$ cat src/rtl/stq_pkg.sv
package stq_pkg;

    localparam int DefaultTimerSlots = 16;
    localparam int ResultLimit       = 16;

    localparam logic [2:0] OP_CREATE   = 3'd0;
    localparam logic [2:0] OP_DESTROY  = 3'd1;
    localparam logic [2:0] OP_RESET    = 3'd2;
    localparam logic [2:0] OP_SET_INTV = 3'd3;
    localparam logic [2:0] OP_CHECK    = 3'd4;

    localparam logic [1:0] ST_OK      = 2'd0;
    localparam logic [1:0] ST_NO_SLOT = 2'd1;
    localparam logic [1:0] ST_NOT_USE = 2'd2;

    // command passed from the front end to the execution engine
    typedef struct packed {
        logic [2:0]  op;
        logic [3:0]  slot;
        logic        periodic;
        logic [31:0] interval;
        logic [31:0] now;
    } cmd_t;

endpackage

$ cat src/rtl/sorted_timer_queue_unit.sv
// Sorted timer queue: 16-slot table by default, one operation per transaction.
// Destroy/reset/set interval: table updated in S_IDLE, result presented from S_OUT, engine idle.
// Create: the sequential free-slot walk in S_SCAN takes the lowest free slot.
// Check: a pass marks due slots, then a full pass over the slots picks each fired result.
// A 2-entry command queue buffers input; the engine takes one once its result is taken.
// Synchronous active-low reset clears all slots to free and unexpired.
module sorted_timer_queue_unit #(
    parameter int TIMER_SLOTS = stq_pkg::DefaultTimerSlots
) (
    input  logic        aclk,
    input  logic        aresetn,
    input  logic        s_valid,
    output logic        s_ready,
    input  logic [2:0]  s_operation,
    input  logic [3:0]  s_slot,
    input  logic        s_periodic,
    input  logic [31:0] s_interval,
    input  logic [31:0] s_now,
    output logic        m_valid,
    input  logic        m_ready,
    output logic [1:0]  m_status,
    output logic [3:0]  m_result_slot,
    output logic        m_fired,
    output logic        m_last
);

    logic          cmd_valid, cmd_ready;
    stq_pkg::cmd_t cmd;

    stq_front u_front (
        .aclk, .aresetn, .s_valid, .s_ready, .s_operation, .s_slot,
        .s_periodic, .s_interval, .s_now, .cmd_valid, .cmd_ready, .cmd
    );

    stq_engine #(.TIMER_SLOTS(TIMER_SLOTS)) u_engine (
        .aclk, .aresetn, .cmd_valid, .cmd_ready, .cmd, .m_valid, .m_ready,
        .m_status, .m_result_slot, .m_fired, .m_last
    );

endmodule

$ cat src/rtl/stq_front.sv
module stq_front (
    input  logic               aclk,
    input  logic               aresetn,
    input  logic               s_valid,
    output logic               s_ready,
    input  logic [2:0]         s_operation,
    input  logic [3:0]         s_slot,
    input  logic               s_periodic,
    input  logic [31:0]        s_interval,
    input  logic [31:0]        s_now,
    output logic               cmd_valid,
    input  logic               cmd_ready,
    output stq_pkg::cmd_t      cmd
);

    // two-entry command queue
    stq_pkg::cmd_t q_reg [2];
    logic          wr_ptr_reg, wr_ptr_next;
    logic          rd_ptr_reg, rd_ptr_next;
    logic [1:0]    cnt_reg, cnt_next;
    logic          push, pop;

    assign s_ready   = (cnt_reg != 2'd2);
    assign cmd_valid = (cnt_reg != 2'd0);
    assign cmd       = q_reg[rd_ptr_reg];
    assign push      = s_valid && s_ready;
    assign pop       = cmd_valid && cmd_ready;

    always_comb begin
        wr_ptr_next = wr_ptr_reg ^ push;
        rd_ptr_next = rd_ptr_reg ^ pop;
        cnt_next    = cnt_reg + {1'b0, push} - {1'b0, pop};
    end

    always_ff @(posedge aclk) begin
        if (!aresetn) begin
            wr_ptr_reg <= 1'b0;
            rd_ptr_reg <= 1'b0;
            cnt_reg    <= 2'd0;
        end else begin
            wr_ptr_reg <= wr_ptr_next;
            rd_ptr_reg <= rd_ptr_next;
            cnt_reg    <= cnt_next;
        end
    end

    always_ff @(posedge aclk) begin
        if (push) begin
            q_reg[wr_ptr_reg] <= '{op: s_operation, slot: s_slot, periodic: s_periodic,
                                   interval: s_interval, now: s_now};
        end
    end

    assert property (@(posedge aclk) disable iff (!aresetn) cnt_reg != 2'd3)
        else $error("queue count overflow");
    assert property (@(posedge aclk) disable iff (!aresetn)
        (cnt_reg == 2'd2 && !pop) |=> !s_ready)
        else $error("full queue accepted");
    assert property (@(posedge aclk) disable iff (!aresetn)
        (cnt_reg == 2'd0) |-> !cmd_valid)
        else $error("empty queue presented command");

endmodule

$ cat src/rtl/stq_engine.sv
module stq_engine #(
    parameter int TIMER_SLOTS = stq_pkg::DefaultTimerSlots
) (
    input  logic               aclk,
    input  logic               aresetn,
    input  logic               cmd_valid,
    output logic               cmd_ready,
    input  stq_pkg::cmd_t      cmd,
    output logic               m_valid,
    input  logic               m_ready,
    output logic [1:0]         m_status,
    output logic [3:0]         m_result_slot,
    output logic               m_fired,
    output logic               m_last
);

    localparam int SW = (TIMER_SLOTS > 1) ? $clog2(TIMER_SLOTS) : 1;
    localparam int CW = $clog2(stq_pkg::ResultLimit + 1);

    localparam logic [2:0] S_IDLE  = 3'd0;
    localparam logic [2:0] S_CSCAN = 3'd1;
    localparam logic [2:0] S_SCAN  = 3'd2;
    localparam logic [2:0] S_FIRE  = 3'd3;
    localparam logic [2:0] S_OUT   = 3'd4;

    // slot table
    logic [TIMER_SLOTS-1:0] in_use_reg, expired_reg, repeats_reg, due_reg;
    logic [31:0]            start_reg  [TIMER_SLOTS];
    logic [31:0]            period_reg [TIMER_SLOTS];

    logic [2:0]    state_reg;
    stq_pkg::cmd_t c_reg;
    logic [SW:0]   idx_reg;
    logic [SW-1:0] best_reg;
    logic          found_reg;
    logic [39:0]   best_ov_reg;
    logic [CW-1:0] nfired_reg;

    // output register
    logic       ov_reg;
    logic [1:0] os_reg;
    logic [3:0] oslot_reg;
    logic       of_reg, ol_reg;
    logic       ov_load;

    assign m_valid       = ov_reg;
    assign m_status      = os_reg;
    assign m_result_slot = oslot_reg;
    assign m_fired       = of_reg;
    assign m_last        = ol_reg;
    // next command only once the result register is free
    assign cmd_ready     = (state_reg == S_IDLE) && !ov_reg;

    logic [SW-1:0] idx;
    logic [39:0]   scaled, overdue;
    logic          cur_due;
    logic          slot_ok;
    logic [SW-1:0] cslot;
    assign idx     = idx_reg[SW-1:0];
    assign scaled  = {c_reg.now - start_reg[idx], 8'd0};
    assign overdue = scaled - {8'd0, period_reg[idx]};
    assign cur_due = in_use_reg[idx] && !expired_reg[idx] &&
                     (scaled >= {8'd0, period_reg[idx]});
    assign slot_ok = (32'(cmd.slot) < 32'(TIMER_SLOTS)) && in_use_reg[SW'(cmd.slot)];
    assign cslot   = SW'(cmd.slot);

    // result register load: reply in S_OUT, fire or empty check at end of a pass
    always_comb begin
        ov_load = 1'b0;
        if (!ov_reg || m_ready) begin
            if (state_reg == S_OUT) begin
                ov_load = 1'b1;
            end else if (state_reg == S_FIRE && idx_reg == (SW+1)'(TIMER_SLOTS)) begin
                ov_load = (found_reg && nfired_reg != CW'(stq_pkg::ResultLimit)) ||
                          (nfired_reg == '0);
            end
        end
    end

    function automatic logic [3:0] low4(input logic [SW-1:0] v);
        logic [SW+3:0] w;
        w = {4'd0, v};
        return w[3:0];
    endfunction

    always_ff @(posedge aclk) begin
        if (!aresetn) begin
            state_reg   <= S_IDLE;
            in_use_reg  <= '0;
            expired_reg <= '0;
            due_reg     <= '0;
            ov_reg      <= 1'b0;
        end else begin
            if (ov_load) ov_reg <= 1'b1;
            else if (m_ready) ov_reg <= 1'b0;
            unique case (state_reg)
                S_IDLE: begin
                    if (cmd_valid && cmd_ready) begin
                        c_reg <= cmd;
                        if (cmd.op == stq_pkg::OP_CHECK) begin
                            idx_reg    <= '0;
                            nfired_reg <= '0;
                            state_reg  <= S_CSCAN;
                        end else begin
                            os_reg    <= stq_pkg::ST_OK;
                            oslot_reg <= 4'd0;
                            of_reg    <= 1'b0;
                            ol_reg    <= 1'b1;
                            idx_reg   <= '0;
                            state_reg <= (cmd.op == stq_pkg::OP_CREATE) ? S_SCAN : S_OUT;
                            if (cmd.op == stq_pkg::OP_DESTROY ||
                                cmd.op == stq_pkg::OP_RESET ||
                                cmd.op == stq_pkg::OP_SET_INTV) begin
                                if (!slot_ok) begin
                                    os_reg <= stq_pkg::ST_NOT_USE;
                                end else if (cmd.op == stq_pkg::OP_DESTROY) begin
                                    in_use_reg[cslot]  <= 1'b0;
                                    expired_reg[cslot] <= 1'b0;
                                end else if (cmd.op == stq_pkg::OP_RESET) begin
                                    start_reg[cslot]   <= cmd.now;
                                    expired_reg[cslot] <= 1'b0;
                                end else begin
                                    period_reg[cslot] <= cmd.interval;
                                end
                            end
                        end
                    end
                end
                // create: walk for lowest free slot
                S_SCAN: begin
                    if (idx_reg == (SW+1)'(TIMER_SLOTS)) begin
                        os_reg    <= stq_pkg::ST_NO_SLOT;
                        state_reg <= S_OUT;
                    end else if (!in_use_reg[idx]) begin
                        in_use_reg[idx]  <= 1'b1;
                        expired_reg[idx] <= 1'b0;
                        repeats_reg[idx] <= c_reg.periodic;
                        start_reg[idx]   <= c_reg.now;
                        period_reg[idx]  <= c_reg.interval;
                        oslot_reg        <= low4(idx);
                        state_reg        <= S_OUT;
                    end else begin
                        idx_reg <= idx_reg + 1'b1;
                    end
                end
                // check: mark due slots, one per cycle
                S_CSCAN: begin
                    due_reg[idx] <= cur_due;
                    if (idx_reg == (SW+1)'(TIMER_SLOTS - 1)) begin
                        idx_reg   <= '0;
                        found_reg <= 1'b0;
                        state_reg <= S_FIRE;
                    end else begin
                        idx_reg <= idx_reg + 1'b1;
                    end
                end
                // pick most overdue, lowest slot on ties
                S_FIRE: begin
                    if (idx_reg == (SW+1)'(TIMER_SLOTS)) begin
                        if (!ov_reg || m_ready) begin
                            if (!found_reg || nfired_reg == CW'(stq_pkg::ResultLimit)) begin
                                if (nfired_reg == '0) begin
                                    os_reg    <= stq_pkg::ST_OK;
                                    oslot_reg <= 4'd0;
                                    of_reg    <= 1'b0;
                                    ol_reg    <= 1'b1;
                                end
                                due_reg   <= '0;
                                state_reg <= S_IDLE;
                            end else begin
                                due_reg[best_reg] <= 1'b0;
                                if (repeats_reg[best_reg]) begin
                                    start_reg[best_reg] <= c_reg.now;
                                end else begin
                                    expired_reg[best_reg] <= 1'b1;
                                end
                                os_reg     <= stq_pkg::ST_OK;
                                oslot_reg  <= low4(best_reg);
                                of_reg     <= 1'b1;
                                ol_reg     <= (nfired_reg == CW'(stq_pkg::ResultLimit - 1)) ||
                                              ($countones(due_reg) == 1);
                                nfired_reg <= nfired_reg + 1'b1;
                                idx_reg    <= '0;
                                found_reg  <= 1'b0;
                            end
                        end
                    end else begin
                        if (due_reg[idx] && (!found_reg || overdue > best_ov_reg)) begin
                            best_reg    <= idx;
                            best_ov_reg <= overdue;
                            found_reg   <= 1'b1;
                        end
                        idx_reg <= idx_reg + 1'b1;
                    end
                end
                S_OUT: begin
                    if (!ov_reg || m_ready) begin
                        state_reg <= S_IDLE;
                    end
                end
                default: state_reg <= S_IDLE;
            endcase
        end
    end

    assert property (@(posedge aclk) disable iff (!aresetn)
        (m_valid && !m_ready) |=> m_valid && $stable(m_result_slot))
        else $error("result dropped while stalled");
    assert property (@(posedge aclk) disable iff (!aresetn)
        (state_reg == S_IDLE) |-> (due_reg == '0))
        else $error("due marks left after check");
    assert property (@(posedge aclk) disable iff (!aresetn)
        (expired_reg & ~in_use_reg) == '0)
        else $error("expired mark on free slot");

endmodule
$ cat config.mk
export PLATFORM = sky130hd
export DESIGN_NAME = sorted_timer_queue_unit
export DESIGN_NICKNAME = d
export VERILOG_FILES = /design/src/rtl/stq_pkg.sv /design/src/rtl/sorted_timer_queue_unit.sv /design/src/rtl/stq_front.sv /design/src/rtl/stq_engine.sv
export SDC_FILE = /design/constraint.sdc
export NUM_CORES = 2
export LEC_CHECK = 0
export ABC_AREA = 1
export BUFFER_PORTS_ARGS = -buffer_cell sky130_fd_sc_hd__buf_2
export CORE_UTILIZATION = 50
export DETAILED_ROUTE_END_ITERATION = 10
export GPL_TIMING_DRIVEN = 1
export HOLD_SLACK_MARGIN = 0.05
export PLACE_DENSITY = 0.74
export SYNTH_ARGS = -nofsm -noshare
export SYNTH_HDL_FRONTEND = slang
export SYNTH_SLANG_ARGS = --single-unit
$ cat constraint.sdc
create_clock -name aclk -period 8.9 [get_ports aclk]
set_input_delay 0.445 -clock aclk [delete_from_list [all_inputs] [get_ports aclk]]
set_output_delay 0.445 -clock aclk [all_outputs]
set_load 0.005 [all_outputs]
; ---- Yosys cells after proc, flatten, opt, wreduce, memory -nomap -nowiden
; Memory sizes are Yosys's and may differ from the RTL's. A register that Yosys moved wholly into a read port is not among the register bits.
; Index checks and enable logic that the tools add are counted.
[op_classes]
add_sub_neg = 21
mux = 156
n_reduce_logical = 47
n_bitwise = 13
order_cmp = 8
n_eq_ne = 38
[op_table]
columns = op, n
row1 = 16-bit two-way mux, 22
row2 = 32-bit adder, 7
row3 = 32-bit two-way mux, 3
row4 = 32-bit OR reduction, 3
row5 = 1-bit two-way mux, 66
row6 = 16-bit AND, 4
row7 = 16-bit one-hot mux with 2 select lines, 2
row8 = 5-bit two-way mux, 12
row9 = 4-bit two-way mux, 13
row10 = 16-bit inverter, 3
row11 = 16-bit one-hot mux with 3 select lines, 1
row12 = 40-bit by 32-bit >= comparator with 1-bit output, 1
row13 = 40-bit > comparator, 1
row14 = 40-bit by 32-bit subtractor with 40-bit output, 1
row15 = 16-bit bitwise mux, 2
row16 = 32-bit by 2-bit equality test with 1-bit output (second input constant), 1
row17 = 16-bit bitwise OR, 2
row18 = 32-bit subtractor, 1
row19 = 3-bit two-way mux, 10
row20 = 2-bit inequality test (second input constant), 14
row21 = 7-bit AND reduction, 4
row22 = 1-bit binary-select mux with 4-bit select, 5
row23 = 5-bit one-hot mux with 4 select lines, 1
row24 = 2-bit two-way mux, 9
row25 = other kinds (37), 95
[word_totals]
memories = 3
ram_bits = 1168
output_inout_bits = 10
elab_cells = 307
reg_bits = 200
in_bits = 76
[memory_table]
columns = name, depth, word_bits, read_ports, rd_clocked_by_memory_dff, wr, line_no
row1 = u_engine.period_reg, 16, 32, 1, 1, 1, stq_engine.sv:29  ; logic [31:0] period_reg [TIMER_SLOTS];
row2 = u_engine.start_reg, 16, 32, 1, 1, 1, stq_engine.sv:28  ; logic [31:0] start_reg [TIMER_SLOTS];
row3 = u_front.q_reg, 2, 72, 1, 1, 1, stq_front.sv:17  ; stq_pkg::cmd_t q_reg [2];

; ---- Longest topological paths before layout
[depth]
ltp_word = 13
depth_mapped = 47
depth_no_buf = 42

; ---- Modules after synthesis
; From an unflattened synthesis, not the netlist that was laid out.
[hier_totals]
cells_unflattened = 5286
area_unflattened_um2 = 60907.2
[modules_own_cells]
columns = mod, cells_each, seq_area_each_um2, n_inst, area_each_um2
row1 = stq_engine, 5026, 36194.7, 1, 55114.1
row2 = stq_front, 260, 4424.2, 1, 5793.1

; ---- Worst setup path after synthesis
; Ideal clock, no wire load.
[synth_path]
path_kind = reg-to-reg
startpoint = register with a tool-made name
endpoint = register u_engine.best_ov_reg[0] (enable)
n_path_buf = 6
path_stages_with_launch = 42
t_required_ns = 8.455
path_slack_ns = 1.001
arrival_time_ns = 7.454
path_cell_list = dfxtp_1 -> buf_6 -> buf_4 -> buf_6 -> buf_2 -> clkbuf_1 -> buf_2 -> nor2_1 -> o221ai_1 -> o211ai_1 -> nand2_1 -> ha_1 -> inv_1 -> fa_1 -> nand3_1 -> nand2_1 -> nand2_1 -> nand2_1 -> [... 6 more ...] -> a21oi_1 -> nor2_1 -> a2111oi_0 -> nand2_1 -> nand2_1 -> nand2_1 -> xor2_1 -> ha_1 -> inv_1 -> nor4_1 -> inv_1 -> nor2_1 -> nand3_1 -> nand3_1 -> nand2_1 -> nand2_1 -> nand2_1 -> nor2_1
[synth_rtl]
columns = element, line_no
row1 = end signal: assignment, stq_engine.sv:190  ; best_ov_reg <= overdue;
row2 = end: declaration, stq_engine.sv:36  ; logic [39:0] best_ov_reg;

==> impl_metrics.json <==
{
  "synth_warnings": 0,
  "rows": 127,
  "fmax_mhz": 132,
  "wl_per_cell_um": 22.6,
  "syn-num-nets": 5601,
  "io_buffers": 85,
  "rsz0062_at_grt": "no",
  "grt_usage": 0.264,
  "syn_inst": 5391,
  "clockBufferDepth": 3,
  "hold_violations": 0,
  "coreArea_sq_um": 120000,
  "drv_slew": 0,
  "hp-start": "aresetn",
  "clock-sinks": 1373,
  "grt.overflow.total": 0,
  "cp_common_cell": "nand2_1",
  "grt_pass1_wl_mm": 245,
  "fillers": 9526,
  "ys_types": 57,
  "grt_start_max_net_pins": 189,
  "synth_edf_count": 1312,
  "start_util": 0.506,
  "via_count": 43000,
  "slowest_stage": "buf_4",
  "seq_area_frac_synth": 0.668,
  "dieArea_sq_um": 123000,
  "status": "finished, final reports clean",
  "tightest_slew_ns": 1.31,
  "cp-end-kind": "flop",
  "cp_data_required_time_ns": 9.36,
  "cts-root-buf": "clkbuf_16",
  "clock_latency_ns": 0.80,
  "critPathArrivalTime_ns": 8.03,
  "regArea_sq_um": 40600,
  "maxSlewHeadroom": 0.124,
  "synthSimpleGateAreaFrac": 0.128,
  "netlist_area_sq_um": 60800,
  "synth_adder_area_share": 0.0290,
  "worstPathMaxFanout": 100,
  "critPathLaunchType": "flop",
  "grt_pass1_vias": 41500,
  "final_cell_mix": "1312 x edfxtp_1, 852 x nand2_1, 779 x nor2_1, 538 x o21ai_0, 408 x inv_1",
  "async_flop_share": 0,
  "synthToLayoutAreaGrowth_pct": 12.5,
  "numCtsBuffers": 139,
  "multi_input_area_sq_um": 17600,
  "hpwl_mm": 92.1,
  "synthMuxAreaShare": 0.000165,
  "drive_gt1_frac": 0.0885,
  "drt-vias-per-instance": 5.94,
  "synth-seq-cells": 1373,
  "fp.dieW_um": 351,
  "layout_commonest_cell": "edfxtp_1",
  "avgSynthCellArea_sq_um": 11.3,
  "synth_top_family_by_area": "simple AND/OR/NAND/NOR gates",
  "die_y_um": 351,
  "cts-resized-gates": 0,
  "synth_compound_area_frac": 0.120,
  "dr.pass1.iters": 6,
  "fin_skew_ns": 0.0424,
  "synth-xor-area-share": 0.00821,
  "synth_top_flop_cell": "edfxtp_1",
  "nets": 5723,
  "cap_violations": 0,
  "route.detailed.drc": 0,
  "antenna_found_initial": 1,
  "cts.clk_slew.worst_paths_ns": 0.06,
  "fin_crit_ns": 7.57,
  "tns_ns": 0,
  "gp_routability_congestion": 0.961,
  "ant_nets": 0,
  "cts_htree_levels": 4,
  "setup_viol_count_final": 0,
  "hold_path_class": "input pin to flop",
  "cts_tree": "yes",
  "diodes": 0,
  "io_pins": 86,
  "drt-total-wl_mm": 164,
  "fin_crit_sh": 0.851,
  "path_class": "flop to flop",
  "max_stage_delay_ns": 0.62,
  "drtIter0Drc": 5130
}
## per-layer routing
layer	routed length, um	share of wire	vias up	GRT usage
met2	80200	0.49	2297	0.444
met4	5820	0.036	2	0.102
met3	14700	0.090	392	0.0435
met5	8	0.000049	-	0
li1	-	-	19500	-
met1	63000	0.38	20800	0.343
## what timing repair did
| item | 4_1_cts | 5_1_grt |
|---|---|---|
| hold endpoints to repair | 145 | 0 |
| hold buffers | 73 | 0 |
| buffers inserted | 0 | 0 |
## area by class of cell
class,instances,share of cell area
Sequential cell,1373,0.594
Timing Repair Buffer,255,0.0284
Inverter,429,0.0239
Clock buffer,169,0.0531
Tap cell,1612,0.0295
Multi-Input combinational cell,3315,0.258
Clock inverter,83,0.0136
## synthesized netlist by cell type, drive strengths merged (4+ instances only)
cell | count | area [sq um]
xor2 | 47 | 412
dfxtp | 61 | 1220
o21ai | 573 | 2900
o21a | 4 | 30.0
a31oi | 71 | 444
clkbuf | 196 | 736
nor2 | 832 | 3200
ha | 122 | 1530
o211a | 16 | 160
xnor2 | 10 | 87.6
o21bai | 8 | 60.1
nor3 | 21 | 105
o211ai | 76 | 571
edfxtp | 1312 | 39400
a21boi | 18 | 135
fa | 12 | 240
buf | 78 | 518
a211oi | 6 | 45.0
inv | 427 | 1610
nand4 | 7 | 43.8
a21oi | 141 | 747
o221ai | 176 | 1540
o22ai | 79 | 494
nand2 | 860 | 3250
a22oi | 10 | 75.1
nand3b | 9 | 67.6
nand3 | 192 | 1020
nor4 | 5 | 31.3
## cell families (layout without fill, tap and decap cells)
group | Yosys count | after routing
and+or+nand+nor | 1934 | 1934
DFF | 1373 | 1373
AOI/OAI and AO/OA | 1189 | 1189
buffers and inverters | 703 | 936
adders and majority gates | 134 | 134
xor gates and xnor gates | 57 | 57
muxes | 1 | 1
## critical path: cells and delay by family, from the launching register on
kind	cells	cell delay, ns
xor gates and xnor gates	1	0.17
buffers and inverters	7	1.74
adders and majority gates	3	1.06
AOI/OAI and AO/OA	6	1.13
and+or+nand+nor	21	2.67
DFF	1	0.37
## final timing paths
kind,slack (ns),cells past startpoint,end
worst max-delay path,1.33,38,u_engine.best_ov_reg[2]
worst min-delay path,0.11,3,u_front.cnt_reg[0]
worst max register to register,1.33,38,u_engine.best_ov_reg[2]
worst min register to register,0.48,2,u_engine.due_reg[1]
## through the flow
step           hold slack [ns]  std cells  instance area (sq um)  worst slack (ns)  utilization
2_1_floorplan            0.428       5391                  60800              1.00            -
3_3_place_gp             0.471       6911                  63100              1.50        0.525
3_5_place_dp             0.479       6911                  63100              1.47        0.525
4_1_cts                 0.0523       7236                  68400              1.35        0.569
5_1_grt                 0.0954       7236                  68400             0.758        0.569
6_report                 0.108       7236                  68400              1.33        0.569
Power is not shown: default switching activity piles up to over one toggle a cycle in this logic, so the estimate is an artifact.
